$ cat src/rtl/rttsa_pkg.sv
// Shared types, widths and constants for the RTT statistics accumulator.
package rttsa_pkg;

	localparam int RTT_W    = 20;
	localparam int CNT_W    = 12;
	localparam int SUM_W    = 32;
	localparam int SQ_W     = 52;
	localparam int VAR_W    = 38;
	localparam int MUL_W    = 32;
	localparam int PROD_W   = 2 * MUL_W;
	localparam int DIV_W    = PROD_W;

	localparam int MAX_SAMPLES_DEF = 4095;
	localparam int SAMPLE_BITS_DEF = 20;

	// divider retires this many quotient bits per cycle
	localparam int DIV_STEPS = 2;
	localparam int DIV_CYC_W = 6;

	localparam logic [DIV_CYC_W-1:0] MEAN_CYC = DIV_CYC_W'(SUM_W / DIV_STEPS);
	localparam logic [DIV_CYC_W-1:0] CORR_CYC = DIV_CYC_W'(PROD_W / DIV_STEPS);
	localparam logic [DIV_CYC_W-1:0] VAR_CYC  = DIV_CYC_W'(SQ_W / DIV_STEPS);

	typedef enum logic [2:0] {
		ST_IDLE,
		ST_UPDATE,
		ST_SQSUM,
		ST_MEAN,
		ST_CORR,
		ST_VAR,
		ST_EMIT
	} state_t;

	typedef struct packed {
		logic                 go;
		logic [DIV_W-1:0]     dividend;   // left aligned
		logic [DIV_CYC_W-1:0] cycles;
	} div_req_t;

	typedef struct packed {
		logic             done;
		logic [DIV_W-1:0] quotient;      // right aligned
	} div_rsp_t;

endpackage

$ cat src/rtl/rttsa_if.sv
// Valid/ready channel interfaces for samples and statistics results.
interface rttsa_in_if;
	logic                        valid;
	logic                        ready;
	logic [rttsa_pkg::RTT_W-1:0] rtt_us;
	logic                        start_run;

	modport source(output valid, rtt_us, start_run, input ready);
	modport sink(input valid, rtt_us, start_run, output ready);
endinterface

interface rttsa_res_if;
	logic                        valid;
	logic                        ready;
	logic [rttsa_pkg::CNT_W-1:0] sample_total;
	logic [rttsa_pkg::RTT_W-1:0] min_rtt;
	logic [rttsa_pkg::RTT_W-1:0] max_rtt;
	logic [rttsa_pkg::RTT_W-1:0] mean_rtt;
	logic [rttsa_pkg::VAR_W-1:0] variance_rtt;
	logic                        dropped;

	modport source(output valid, sample_total, min_rtt, max_rtt, mean_rtt, variance_rtt,
		dropped, input ready);
	modport sink(input valid, sample_total, min_rtt, max_rtt, mean_rtt, variance_rtt,
		dropped, output ready);
endinterface

$ cat src/rtl/rttsa_div.sv
// Shared restoring divider, 64-bit dividend by the 12-bit sample count.
module rttsa_div (
	input  logic                        clk,
	input  logic                        arst_n,
	input  rttsa_pkg::div_req_t         req,
	input  logic [rttsa_pkg::CNT_W-1:0] divisor,
	output rttsa_pkg::div_rsp_t         rsp
);

	logic [rttsa_pkg::DIV_W-1:0]     dq_q;    // dividend bits out the top, quotient in
	logic [rttsa_pkg::CNT_W-1:0]     rem_q;
	logic [rttsa_pkg::DIV_CYC_W-1:0] cnt_q;
	logic                            done_q;

	logic [rttsa_pkg::DIV_W-1:0] dq_nxt;
	logic [rttsa_pkg::CNT_W-1:0] rem_nxt;

	always_comb begin
		logic [rttsa_pkg::CNT_W:0] t;
		logic                      ge;
		dq_nxt  = dq_q;
		rem_nxt = rem_q;
		for (int i = 0; i < rttsa_pkg::DIV_STEPS; i++) begin
			t       = {rem_nxt, dq_nxt[rttsa_pkg::DIV_W-1]};
			ge      = (t >= {1'b0, divisor});
			dq_nxt  = {dq_nxt[rttsa_pkg::DIV_W-2:0], ge};
			rem_nxt = ge ? rttsa_pkg::CNT_W'(t - {1'b0, divisor})
				: rttsa_pkg::CNT_W'(t);
		end
	end

	always_ff @(posedge clk or negedge arst_n) begin
		if (!arst_n) begin
			cnt_q  <= '0;
			done_q <= 1'b0;
		end else begin
			done_q <= (cnt_q == rttsa_pkg::DIV_CYC_W'(1));
			if (req.go)
				cnt_q <= req.cycles;
			else if (cnt_q != '0)
				cnt_q <= cnt_q - rttsa_pkg::DIV_CYC_W'(1);
		end
	end

	always_ff @(posedge clk) begin
		if (req.go) begin
			dq_q  <= req.dividend;
			rem_q <= '0;
		end else if (cnt_q != '0) begin
			dq_q  <= dq_nxt;
			rem_q <= rem_nxt;
		end
	end

	assign rsp.done     = done_q;
	assign rsp.quotient = dq_q;

endmodule

$ cat src/rtl/rtt_statistics_accumulator.sv
// Top level: running count, min, max, mean and population variance of RTT samples.
// States per sample: UPDATE, SQSUM, MEAN, CORR, VAR, then EMIT loads the result.
// A new sample is taken only in IDLE, once the last is through; the shared divider
//   runs three divisions by the count at two quotient bits a cycle.
// A finished result sits in an output register; the next sample is taken meanwhile.
// Reset (arst_n low, asynchronous) empties the run: count 0, min all ones, max 0.
module rtt_statistics_accumulator #(
	parameter int MAX_SAMPLES = rttsa_pkg::MAX_SAMPLES_DEF,
	parameter int SAMPLE_BITS = rttsa_pkg::SAMPLE_BITS_DEF
) (
	input  logic         clk,
	input  logic         arst_n,
	rttsa_in_if.sink     samples,
	rttsa_res_if.source  results
);

	localparam int RTT_W  = rttsa_pkg::RTT_W;
	localparam int CNT_W  = rttsa_pkg::CNT_W;
	localparam int SUM_W  = rttsa_pkg::SUM_W;
	localparam int SQ_W   = rttsa_pkg::SQ_W;
	localparam int VAR_W  = rttsa_pkg::VAR_W;
	localparam int MUL_W  = rttsa_pkg::MUL_W;
	localparam int PROD_W = rttsa_pkg::PROD_W;
	localparam int DIV_W  = rttsa_pkg::DIV_W;

	// only the low SAMPLE_BITS of a sample count
	localparam logic [RTT_W-1:0] SMASK = RTT_W'((64'd1 << SAMPLE_BITS) - 64'd1);
	localparam logic [CNT_W-1:0] CNT_MAX = CNT_W'(MAX_SAMPLES);

	rttsa_pkg::state_t state_q, state_nxt;

	// latched transaction
	logic [RTT_W-1:0] samp_q;
	logic             start_q;
	logic             drop_q;

	// run accumulators
	logic [CNT_W-1:0] count_q;
	logic [RTT_W-1:0] min_q;
	logic [RTT_W-1:0] max_q;
	logic [SUM_W-1:0] sum_q;
	logic [SQ_W-1:0]  sumsq_q;

	// shared multiplier: sample squared, then sum squared
	logic [MUL_W-1:0]  mul_a;
	logic [PROD_W-1:0] prod_q;

	logic [RTT_W-1:0] mean_q;
	logic [VAR_W-1:0] var_q;

	// output register
	logic             res_valid_q;
	logic [CNT_W-1:0] res_cnt_q;
	logic [RTT_W-1:0] res_min_q;
	logic [RTT_W-1:0] res_max_q;
	logic [RTT_W-1:0] res_mean_q;
	logic [VAR_W-1:0] res_var_q;
	logic             res_drop_q;

	rttsa_pkg::div_req_t div_req;
	rttsa_pkg::div_rsp_t div_rsp;

	logic             out_free;
	logic             res_load;
	logic [CNT_W-1:0] cnt_eff;
	logic [RTT_W-1:0] min_eff;
	logic [RTT_W-1:0] max_eff;
	logic [SUM_W-1:0] sum_eff;
	logic             drop_c;
	logic [SQ_W-1:0]  diff;

	// start_run clears the run before this sample is folded in
	assign cnt_eff = start_q ? '0 : count_q;
	assign min_eff = start_q ? '1 : min_q;
	assign max_eff = start_q ? '0 : max_q;
	assign sum_eff = start_q ? '0 : sum_q;
	assign drop_c  = (cnt_eff >= CNT_MAX);

	// sumsq - floor(sum^2/n), floored at zero; corr comes straight off the divider
	assign diff = ({{(DIV_W-SQ_W){1'b0}}, sumsq_q} >= div_rsp.quotient)
		? SQ_W'({{(DIV_W-SQ_W){1'b0}}, sumsq_q} - div_rsp.quotient) : '0;

	assign out_free = !res_valid_q || results.ready;

	rttsa_div u_div (
		.clk     (clk),
		.arst_n  (arst_n),
		.req     (div_req),
		.divisor (count_q),
		.rsp     (div_rsp)
	);

	// sequencer: next state
	always_comb begin
		state_nxt = state_q;
		unique case (state_q)
			rttsa_pkg::ST_IDLE:   if (samples.valid) state_nxt = rttsa_pkg::ST_UPDATE;
			rttsa_pkg::ST_UPDATE: state_nxt = rttsa_pkg::ST_SQSUM;
			rttsa_pkg::ST_SQSUM:  state_nxt = rttsa_pkg::ST_MEAN;
			rttsa_pkg::ST_MEAN:   if (div_rsp.done) state_nxt = rttsa_pkg::ST_CORR;
			rttsa_pkg::ST_CORR:   if (div_rsp.done) state_nxt = rttsa_pkg::ST_VAR;
			rttsa_pkg::ST_VAR:    if (div_rsp.done) state_nxt = rttsa_pkg::ST_EMIT;
			rttsa_pkg::ST_EMIT:   if (out_free) state_nxt = rttsa_pkg::ST_IDLE;
			default:              state_nxt = rttsa_pkg::ST_IDLE;
		endcase
	end

	// sequencer: outputs
	always_comb begin
		samples.ready   = 1'b0;
		res_load        = 1'b0;
		mul_a           = sum_q;
		div_req.go      = 1'b0;
		div_req.dividend = {sum_q, {(DIV_W-SUM_W){1'b0}}};
		div_req.cycles  = rttsa_pkg::MEAN_CYC;
		unique case (state_q)
			rttsa_pkg::ST_IDLE:   samples.ready = 1'b1;
			rttsa_pkg::ST_UPDATE: mul_a = MUL_W'(samp_q);
			rttsa_pkg::ST_SQSUM:  div_req.go = 1'b1;   // mean = sum / n
			rttsa_pkg::ST_MEAN: begin
				// corr = sum^2 / n
				div_req.go       = div_rsp.done;
				div_req.dividend = prod_q;
				div_req.cycles   = rttsa_pkg::CORR_CYC;
			end
			rttsa_pkg::ST_CORR: begin
				// variance = diff / n
				div_req.go       = div_rsp.done;
				div_req.dividend = {diff, {(DIV_W-SQ_W){1'b0}}};
				div_req.cycles   = rttsa_pkg::VAR_CYC;
			end
			rttsa_pkg::ST_VAR:    ;
			rttsa_pkg::ST_EMIT:   res_load = out_free;
			default:              ;
		endcase
	end

	always_ff @(posedge clk or negedge arst_n) begin
		if (!arst_n)
			state_q <= rttsa_pkg::ST_IDLE;
		else
			state_q <= state_nxt;
	end

	// accumulators
	always_ff @(posedge clk or negedge arst_n) begin
		if (!arst_n) begin
			count_q <= '0;
			min_q   <= '1;
			max_q   <= '0;
			sum_q   <= '0;
			sumsq_q <= '0;
		end else if (state_q == rttsa_pkg::ST_UPDATE) begin
			count_q <= drop_c ? cnt_eff : cnt_eff + CNT_W'(1);
			min_q   <= (!drop_c && samp_q < min_eff) ? samp_q : min_eff;
			max_q   <= (!drop_c && samp_q > max_eff) ? samp_q : max_eff;
			sum_q   <= drop_c ? sum_eff : sum_eff + SUM_W'(samp_q);
			if (start_q)
				sumsq_q <= '0;
		end else if (state_q == rttsa_pkg::ST_SQSUM && !drop_q) begin
			sumsq_q <= sumsq_q + SQ_W'(prod_q);
		end
	end

	// working registers
	always_ff @(posedge clk) begin
		if (samples.valid && samples.ready) begin
			samp_q  <= samples.rtt_us & SMASK;
			start_q <= samples.start_run;
		end
		if (state_q == rttsa_pkg::ST_UPDATE)
			drop_q <= drop_c;
		// operands zero-extended so the full 32x32 product is kept
		if (state_q == rttsa_pkg::ST_UPDATE || state_q == rttsa_pkg::ST_SQSUM)
			prod_q <= {{(PROD_W-MUL_W){1'b0}}, mul_a} * {{(PROD_W-MUL_W){1'b0}}, mul_a};
		if (state_q == rttsa_pkg::ST_MEAN && div_rsp.done)
			mean_q <= div_rsp.quotient[RTT_W-1:0];
		if (state_q == rttsa_pkg::ST_VAR && div_rsp.done)
			var_q <= div_rsp.quotient[VAR_W-1:0];
	end

	// output register
	always_ff @(posedge clk or negedge arst_n) begin
		if (!arst_n)
			res_valid_q <= 1'b0;
		else if (res_load)
			res_valid_q <= 1'b1;
		else if (results.ready)
			res_valid_q <= 1'b0;
	end

	always_ff @(posedge clk) begin
		if (res_load) begin
			res_cnt_q  <= count_q;
			res_min_q  <= min_q;
			res_max_q  <= max_q;
			res_mean_q <= mean_q;
			res_var_q  <= var_q;
			res_drop_q <= drop_q;
		end
	end

	assign results.valid        = res_valid_q;
	assign results.sample_total = res_cnt_q;
	assign results.min_rtt      = res_min_q;
	assign results.max_rtt      = res_max_q;
	assign results.mean_rtt     = res_mean_q;
	assign results.variance_rtt = res_var_q;
	assign results.dropped      = res_drop_q;

	// run never grows past capacity
	a_cnt_cap: assert property (@(posedge clk) disable iff (!arst_n)
		count_q <= CNT_MAX)
		else $error("sample count above capacity");

	// a non-empty run keeps min <= max
	a_min_max: assert property (@(posedge clk) disable iff (!arst_n)
		count_q != '0 |-> min_q <= max_q)
		else $error("min above max in a non-empty run");

	// divider never runs with a zero count
	a_div_nz: assert property (@(posedge clk) disable iff (!arst_n)
		div_req.go |-> count_q != '0)
		else $error("division by zero count");

	// divider completes only while the sequencer waits for it
	a_div_done: assert property (@(posedge clk) disable iff (!arst_n)
		div_rsp.done |-> (state_q == rttsa_pkg::ST_MEAN || state_q == rttsa_pkg::ST_CORR
			|| state_q == rttsa_pkg::ST_VAR))
		else $error("divider done outside a wait state");

	// an accepted transaction starts the update next cycle
	a_accept: assert property (@(posedge clk) disable iff (!arst_n)
		samples.valid && samples.ready |=> state_q == rttsa_pkg::ST_UPDATE)
		else $error("accepted sample not processed");

endmodule
$ cat src/flat_wrapper.sv
// flat-port wrapper written by rule: the top's interface ports become plain ports
module rtt_statistics_accumulator_flat 
#(
	parameter int MAX_SAMPLES = rttsa_pkg::MAX_SAMPLES_DEF,
	parameter int SAMPLE_BITS = rttsa_pkg::SAMPLE_BITS_DEF
)
  (clk, arst_n, samples_valid, samples_rtt_us, samples_start_run, samples_ready, results_valid, results_sample_total, results_min_rtt, results_max_rtt, results_mean_rtt, results_variance_rtt, results_dropped, results_ready);
  rttsa_in_if samples_i ();
  rttsa_res_if results_i ();
  input  logic clk;
  input  logic arst_n;
  input wire logic [$bits(samples_i.valid)-1:0] samples_valid;
  input wire logic [$bits(samples_i.rtt_us)-1:0] samples_rtt_us;
  input wire logic [$bits(samples_i.start_run)-1:0] samples_start_run;
  output wire logic [$bits(samples_i.ready)-1:0] samples_ready;
  output wire logic [$bits(results_i.valid)-1:0] results_valid;
  output wire logic [$bits(results_i.sample_total)-1:0] results_sample_total;
  output wire logic [$bits(results_i.min_rtt)-1:0] results_min_rtt;
  output wire logic [$bits(results_i.max_rtt)-1:0] results_max_rtt;
  output wire logic [$bits(results_i.mean_rtt)-1:0] results_mean_rtt;
  output wire logic [$bits(results_i.variance_rtt)-1:0] results_variance_rtt;
  output wire logic [$bits(results_i.dropped)-1:0] results_dropped;
  input wire logic [$bits(results_i.ready)-1:0] results_ready;
  assign samples_i.valid = samples_valid;
  assign samples_i.rtt_us = samples_rtt_us;
  assign samples_i.start_run = samples_start_run;
  assign samples_ready = samples_i.ready;
  assign results_valid = results_i.valid;
  assign results_sample_total = results_i.sample_total;
  assign results_min_rtt = results_i.min_rtt;
  assign results_max_rtt = results_i.max_rtt;
  assign results_mean_rtt = results_i.mean_rtt;
  assign results_variance_rtt = results_i.variance_rtt;
  assign results_dropped = results_i.dropped;
  assign results_i.ready = results_ready;
  rtt_statistics_accumulator #(.MAX_SAMPLES(MAX_SAMPLES), .SAMPLE_BITS(SAMPLE_BITS)) u_core (.clk(clk), .arst_n(arst_n), .samples(samples_i), .results(results_i));
endmodule
$ cat config.mk
export PLATFORM = sky130hd
export DESIGN_NAME = rtt_statistics_accumulator_flat
export DESIGN_NICKNAME = d
export VERILOG_FILES = /design/src/rtl/rttsa_pkg.sv /design/src/rtl/rttsa_if.sv /design/src/rtl/rttsa_div.sv /design/src/rtl/rtt_statistics_accumulator.sv /design/src/flat_wrapper.sv
export SDC_FILE = /design/constraint.sdc
export NUM_CORES = 2
export LEC_CHECK = 0
export BUFFER_PORTS_ARGS = -buffer_cell sky130_fd_sc_hd__buf_2
export CAP_MARGIN = 20
export CORE_ASPECT_RATIO = 0.6
export CORE_MARGIN = 4
export CORE_UTILIZATION = 35
export CTS_CLUSTER_SIZE = 12
export DETAILED_ROUTE_END_ITERATION = 10
export GPL_TIMING_DRIVEN = 0
export HOLD_SLACK_MARGIN = 0.02
export PLACE_DENSITY = 0.58
export SYNTH_ARGS = -nofsm -noshare
export SYNTH_HDL_FRONTEND = slang
export SYNTH_SLANG_ARGS = --single-unit
$ cat constraint.sdc
create_clock -name clk -period 27.6 [get_ports clk]
set_input_delay 5.52 -clock clk [delete_from_list [all_inputs] [get_ports clk]]
set_output_delay 5.52 -clock clk [all_outputs]
set_load 0.1 [all_outputs]
# After elaboration in Yosys (flattened, before gate mapping)
# Cells that the tools add are included.
# classes
add_sub_neg	7
mul	1
magnitude_cmp	6
n_eq_ne	13
muxes	31
reduce_logical	19
# op_table
operator	count
52-bit two-way mux	4
70-bit case mux with 2 select lines	1
64-bit two-way mux	2
32-bit two-way mux	3
20-bit two-way mux	4
52-bit by 64-bit greater-or-equal comparator with 1-bit output	1
32-bit by 32-bit multiplier with 64-bit output	1
52-bit adder	1
52-bit subtractor	1
12-bit two-way mux	4
32-bit by 20-bit adder with 32-bit output	1
13-bit by 12-bit greater-or-equal comparator with 1-bit output	2
12-bit subtractor	2
3-bit case mux with 7 select lines	1
20-bit > comparator	1
20-bit less-than comparator	1
3-bit two-way mux	5
12-bit by 1-bit adder with 12-bit output, second input constant	1
12-bit greater-or-equal comparator, second input constant	1
6-bit two-way mux	2
3-bit equality test, second input constant	3
2-bit inequality test, second input constant	4
3-bit by 2-bit equality test with 1-bit output, second input constant	2
6-bit by 1-bit equality test with 1-bit output, second input constant	1
14 further kinds	28
# totals
reg_bits	478
input_bits	25
wordCells	100

# Longest topological paths before layout
# logic_depth
word_depth	5
mapped_depth	37
depth_no_buf	33

# Cells and area by module
# From an unflattened synthesis, not the netlist that was laid out.
# unflattened
cells_unflattened	5791
area_unflattened_um2	56545.5
# modules_own_cells
mod	instances	cells_per_inst	area_per_inst_um2	seq_area_each_um2
rtt_statistics_accumulator	1	5363	51548.2	11155.7
rttsa_div	1	428	4997.3	2337.2

# Worst setup path after synthesis
# No wires, ideal clock.
# synth_path
path_kind	input -> register
from	input results_ready
to	register u_core.res_drop_q, in the netlist u_core.results.dropped (enable)
setup_time_ns	0.594
arrival_time_ns	10.566
slack_ns	16.440
stages	2
cell_sequence	nand2b_1 nor2b_1
# synth_via
elab_chain_len	2
# synth_rtl
item	line	rtl
start, declared	flat_wrapper.sv:23	input wire logic [$bits(results_i.ready)-1:0] results_ready;
1-bit logical OR	rtt_statistics_accumulator.sv:83	assign out_free = !res_valid_q || results.ready;
1-bit two-way mux	rtt_statistics_accumulator.sv:116	unique case (state_q)
named net u_core.res_load	rtt_statistics_accumulator.sv:64	logic res_load;
end signal, assigned	rtt_statistics_accumulator.sv:199	res_drop_q <= drop_q;
end, declared	rtt_statistics_accumulator.sv:58	logic res_drop_q;
# The timed path passes the listed nets, and every way through them passes these cells.
# A chain may end at the register's enable or synchronous reset.

# Worst setup path after layout
# layout_path
from	register u_core.state_q[1]
to	register u_core.prod_q[63], data pin
# layout_via
elab_chain_len	3
# layout_rtl
item	line	rtl
start, declared	rtt_statistics_accumulator.sv:30	rttsa_pkg::state_t state_q, state_nxt;
start signal, assigned	rtt_statistics_accumulator.sv:140	state_q <= rttsa_pkg::ST_IDLE;
start signal, assigned	rtt_statistics_accumulator.sv:142	state_q <= state_nxt;
3-bit by 1-bit equality test with 1-bit output	rtt_statistics_accumulator.sv:116	
32-bit two-way mux	rtt_statistics_accumulator.sv:116	
32-bit by 32-bit multiplier with 64-bit output	rtt_statistics_accumulator.sv:175	prod_q <= {{(PROD_W-MUL_W){1'b0}}, mul_a} * {{(PROD_W-MUL_W){1'b0}}, mul_a};
end signal, assigned	rtt_statistics_accumulator.sv:175	
end, declared	rtt_statistics_accumulator.sv:46	logic [PROD_W-1:0] prod_q;
# Every way passes these cells.

==> flow_summary_export.csv <==
group,metric,value,unit
timing,fin_crit,13070,ps
timing,relSlewSlack,15.3,%
detailed_routing,dr.first_iter.drc_count,5214,
setup_path,crit_required,27940,ps
detailed_routing,antenna_left,0,
setup_path,timing.rr.start,"u_core.state_q[1]",
die,io_pins,138,
timing,fmax,76.5,MHz
synthesis,ys_warn_count,0,
detailed_routing,vias,43680,
setup_path,r2r_end,"u_core.prod_q[63]",
cells_and_area,nets,7238,
placement,portBuffers,137,
timing,tightest_slew,1270,ps
synthesis,syn_nets,7021,
cells_and_area,regArea,0.0135,sq mm
min_path,min_path_cells,0,
detailed_routing,wirelength,201000,um
cts,cts_buffers,50,
cts,clk_path_buf_depth,3,
setup_path,crit_start,"u_core.state_q[1]",
timing,hold_violations,0,
global_routing,grt_start_max_net_pins,75,
cells_and_area,synthToLayoutAreaGrowth,9.66,%
synthesis,syn_area,0.0560,sq mm
setup_path,crit_buf_inv,10,
cells_and_area,final_common_cell,"inv_1",
outcome,status,"finished clean",
setup_path,critPathSlowestCell,"clkbuf_1",
cells_and_area,multi_input_area,0.0374,sq mm
die,start_util,35.3,%
timing,hold_ws,414,ps
min_path,holdCritStartpoint,"u_core.mean_q[10]",
cts,cts_tree,"built",
die,die_w,524,um
synthesis,ys_ff_latch,477,
die,core-area,0.159,sq mm
setup_path,r2r.worst_path.cells,33,
synthesis,avgSynthCellArea,9.79,sq um
setup_path,worst-path-max-fanout,10,
synthesis,synth_cells,5723,
setup_path,ff2ff_setup_slack,14530,ps
setup_path,slowest_delay,950,ps
global_routing,grt_pass1_wl,297000,um
cts,postCtsResizedCells,0,
detailed_routing,avgRoutedWirePerCell,24.7,um
global_routing,grt_usage,23.9,%
flow_run,cap_violations,0,
die,die_h,318,um
synthesis,ys_seq_area_share,24.1,%
placement,dp_hpwl,169000,um
synthesis,ys.flop_type,"edfxtp_1",
cells_and_area,most-common-layout-cells,"inv_1, fa_1, nand2_1",
cts,clkSinkCount,477,
timing,setup_violations,0,
cells_and_area,nFillCells,15813,
detailed_routing,drt_first_pass_iters,8,
detailed_routing,drc_errors,0,
cts,cts_setup_buffers,0,
setup_path,endpoint_kind,"flop",
global_routing,grt-ovfl-total,0,
timing,fin_skew,42.0,ps
timing,slew_violations,0,
min_path,min_path_type,"flop to flop",
synthesis,synth_edf_count,318,
timing,rsz0062_at_grt,"no",
global_routing,antenna_found_initial,19,
cts,cts-hold-fix-buffers,0,
global_routing,grt_pass1_vias,43160,
cts,htree_levels,2,
timing,post-route-period-util,47.4,%
synthesis,ys_types,92,
die,num_rows,113,
cts,clk_pin_slew,60,ps
setup_path,start_kind,"flop",
min_path,whs_endpoint,"u_core.results.mean_rtt[10]",
cts,insertion_delay,640,ps
setup_path,cp_top_family,"buffers and inverters",
synthesis,async_flop_share,30.8,%
cells_and_area,drive_above_1_share,6.05,%
cts,cts-root-buf,"clkbuf_16",
detailed_routing,routed_via_density,5.38,
setup_path,worstSetupPathType,"flop to flop",
placement,gp_congestion,0.997,
setup_path,arrival,13420,ps
die,die_area,0.167,sq mm
timing,tns,0,ps
final cells by class:
| class | count | share of cell area, % |
|---|---|---|
| Buffer | 254 | 1.63 |
| Timing Repair Buffer | 165 | 1.85 |
| Clock buffer | 79 | 2.30 |
| Sequential cell | 477 | 22.0 |
| Multi-Input combinational cell | 3871 | 60.8 |
| Clock inverter | 15 | 0.224 |
| Tap cell | 2127 | 4.33 |
| Antenna cell | 6 | 0.0244 |
| Inverter | 1121 | 6.85 |
synth_stat cells (all sizes together), types with 23 or more instances:
| master | number | area (sq um) |
|---|---|---|
| nand2 | 537 | 2020 |
| xor2 | 109 | 955 |
| o21a | 23 | 173 |
| fa | 796 | 15900 |
| inv | 1116 | 4190 |
| buf | 25 | 141 |
| nor3 | 57 | 295 |
| o21bai | 34 | 255 |
| nand4 | 53 | 338 |
| xnor2 | 130 | 1140 |
| clkbuf | 229 | 860 |
| mux2i | 32 | 320 |
| dfrtp | 127 | 3180 |
| a21o | 174 | 1310 |
| o21ai | 229 | 1160 |
| a31oi | 33 | 206 |
| a221oi | 39 | 467 |
| nor2b | 57 | 357 |
| and3 | 169 | 1060 |
| a22o | 25 | 219 |
| ha | 477 | 5970 |
| nand2b | 26 | 163 |
| nor2 | 259 | 975 |
| edfxtp | 318 | 9550 |
| nand3 | 69 | 345 |
| a211oi | 32 | 315 |
| and2 | 35 | 219 |
| a21oi | 266 | 1350 |
stage by stage:
stage	instances	util [%]	setup slack [ps]	instance area, sq um
CTS	8100	38.6	15030	61300
floorplan	5723	-	16440	56000
global placement	7987	37.4	13810	59400
global route	8110	38.7	14220	61400
detailed placement	8006	37.7	15090	59700
finish	8115	38.7	14530	61400
layer usage:
metal / global-route usage [%] / up-vias / wire length, um
li1: - / 19097 / -
met1: 37.7 / 22005 / 95400
met2: 29.6 / 2348 / 72000
met3: 10.3 / 226 / 29300
met4: 4.04 / 4 / 3890
met5: 0 / - / 27
sequential cells by signal, summed over array words and instances (netlist names), 32 cells and up:
name and count:
u_core.results.variance_rtt 38, u_core.sumsq_q 52, u_core.sum_q 32, u_core.var_q 38, u_core.u_div.dq_q 64, u_core.prod_q 63
logic make-up after synthesis:
logic type	after synthesis	share of synthesized area [%]
compound gates	994	11.9
xor+xnor	239	3.74
fa+ha+maj	1273	39.1
buf+inv	1375	9.30
flops	477	24.1
mux	39	0.712
simple gates	1326	11.2
worst reg2reg max path: cells and delay by family (launching register included):
family | cells | cell delay (ps)
XOR/XNOR | 1 | 130
buffers and inverters | 10 | 5020
AND/OR/NAND/NOR | 6 | 1340
flip-flops | 1 | 370
AO/OA/AOI/OAI | 7 | 1860
adder cells (fa/ha/maj) | 9 | 4080
how the worst max path moves through the flow:
stage / slack, ps / endpoint / cells past startpoint
after CTS: 15030 / u_core.prod_q[63] / 33
after global placement: 13810 / u_core.results.sample_total[7] / 3
after floorplan: 16440 / u_core.results.dropped / 2
after detailed placement: 15090 / u_core.prod_q[63] / 33
after global routing: 14220 / u_core.prod_q[63] / 33
final: 14530 / u_core.prod_q[63] / 33
Power is not shown: default switching activity piles up to over one toggle a cycle in this logic, so the estimate is an artifact.
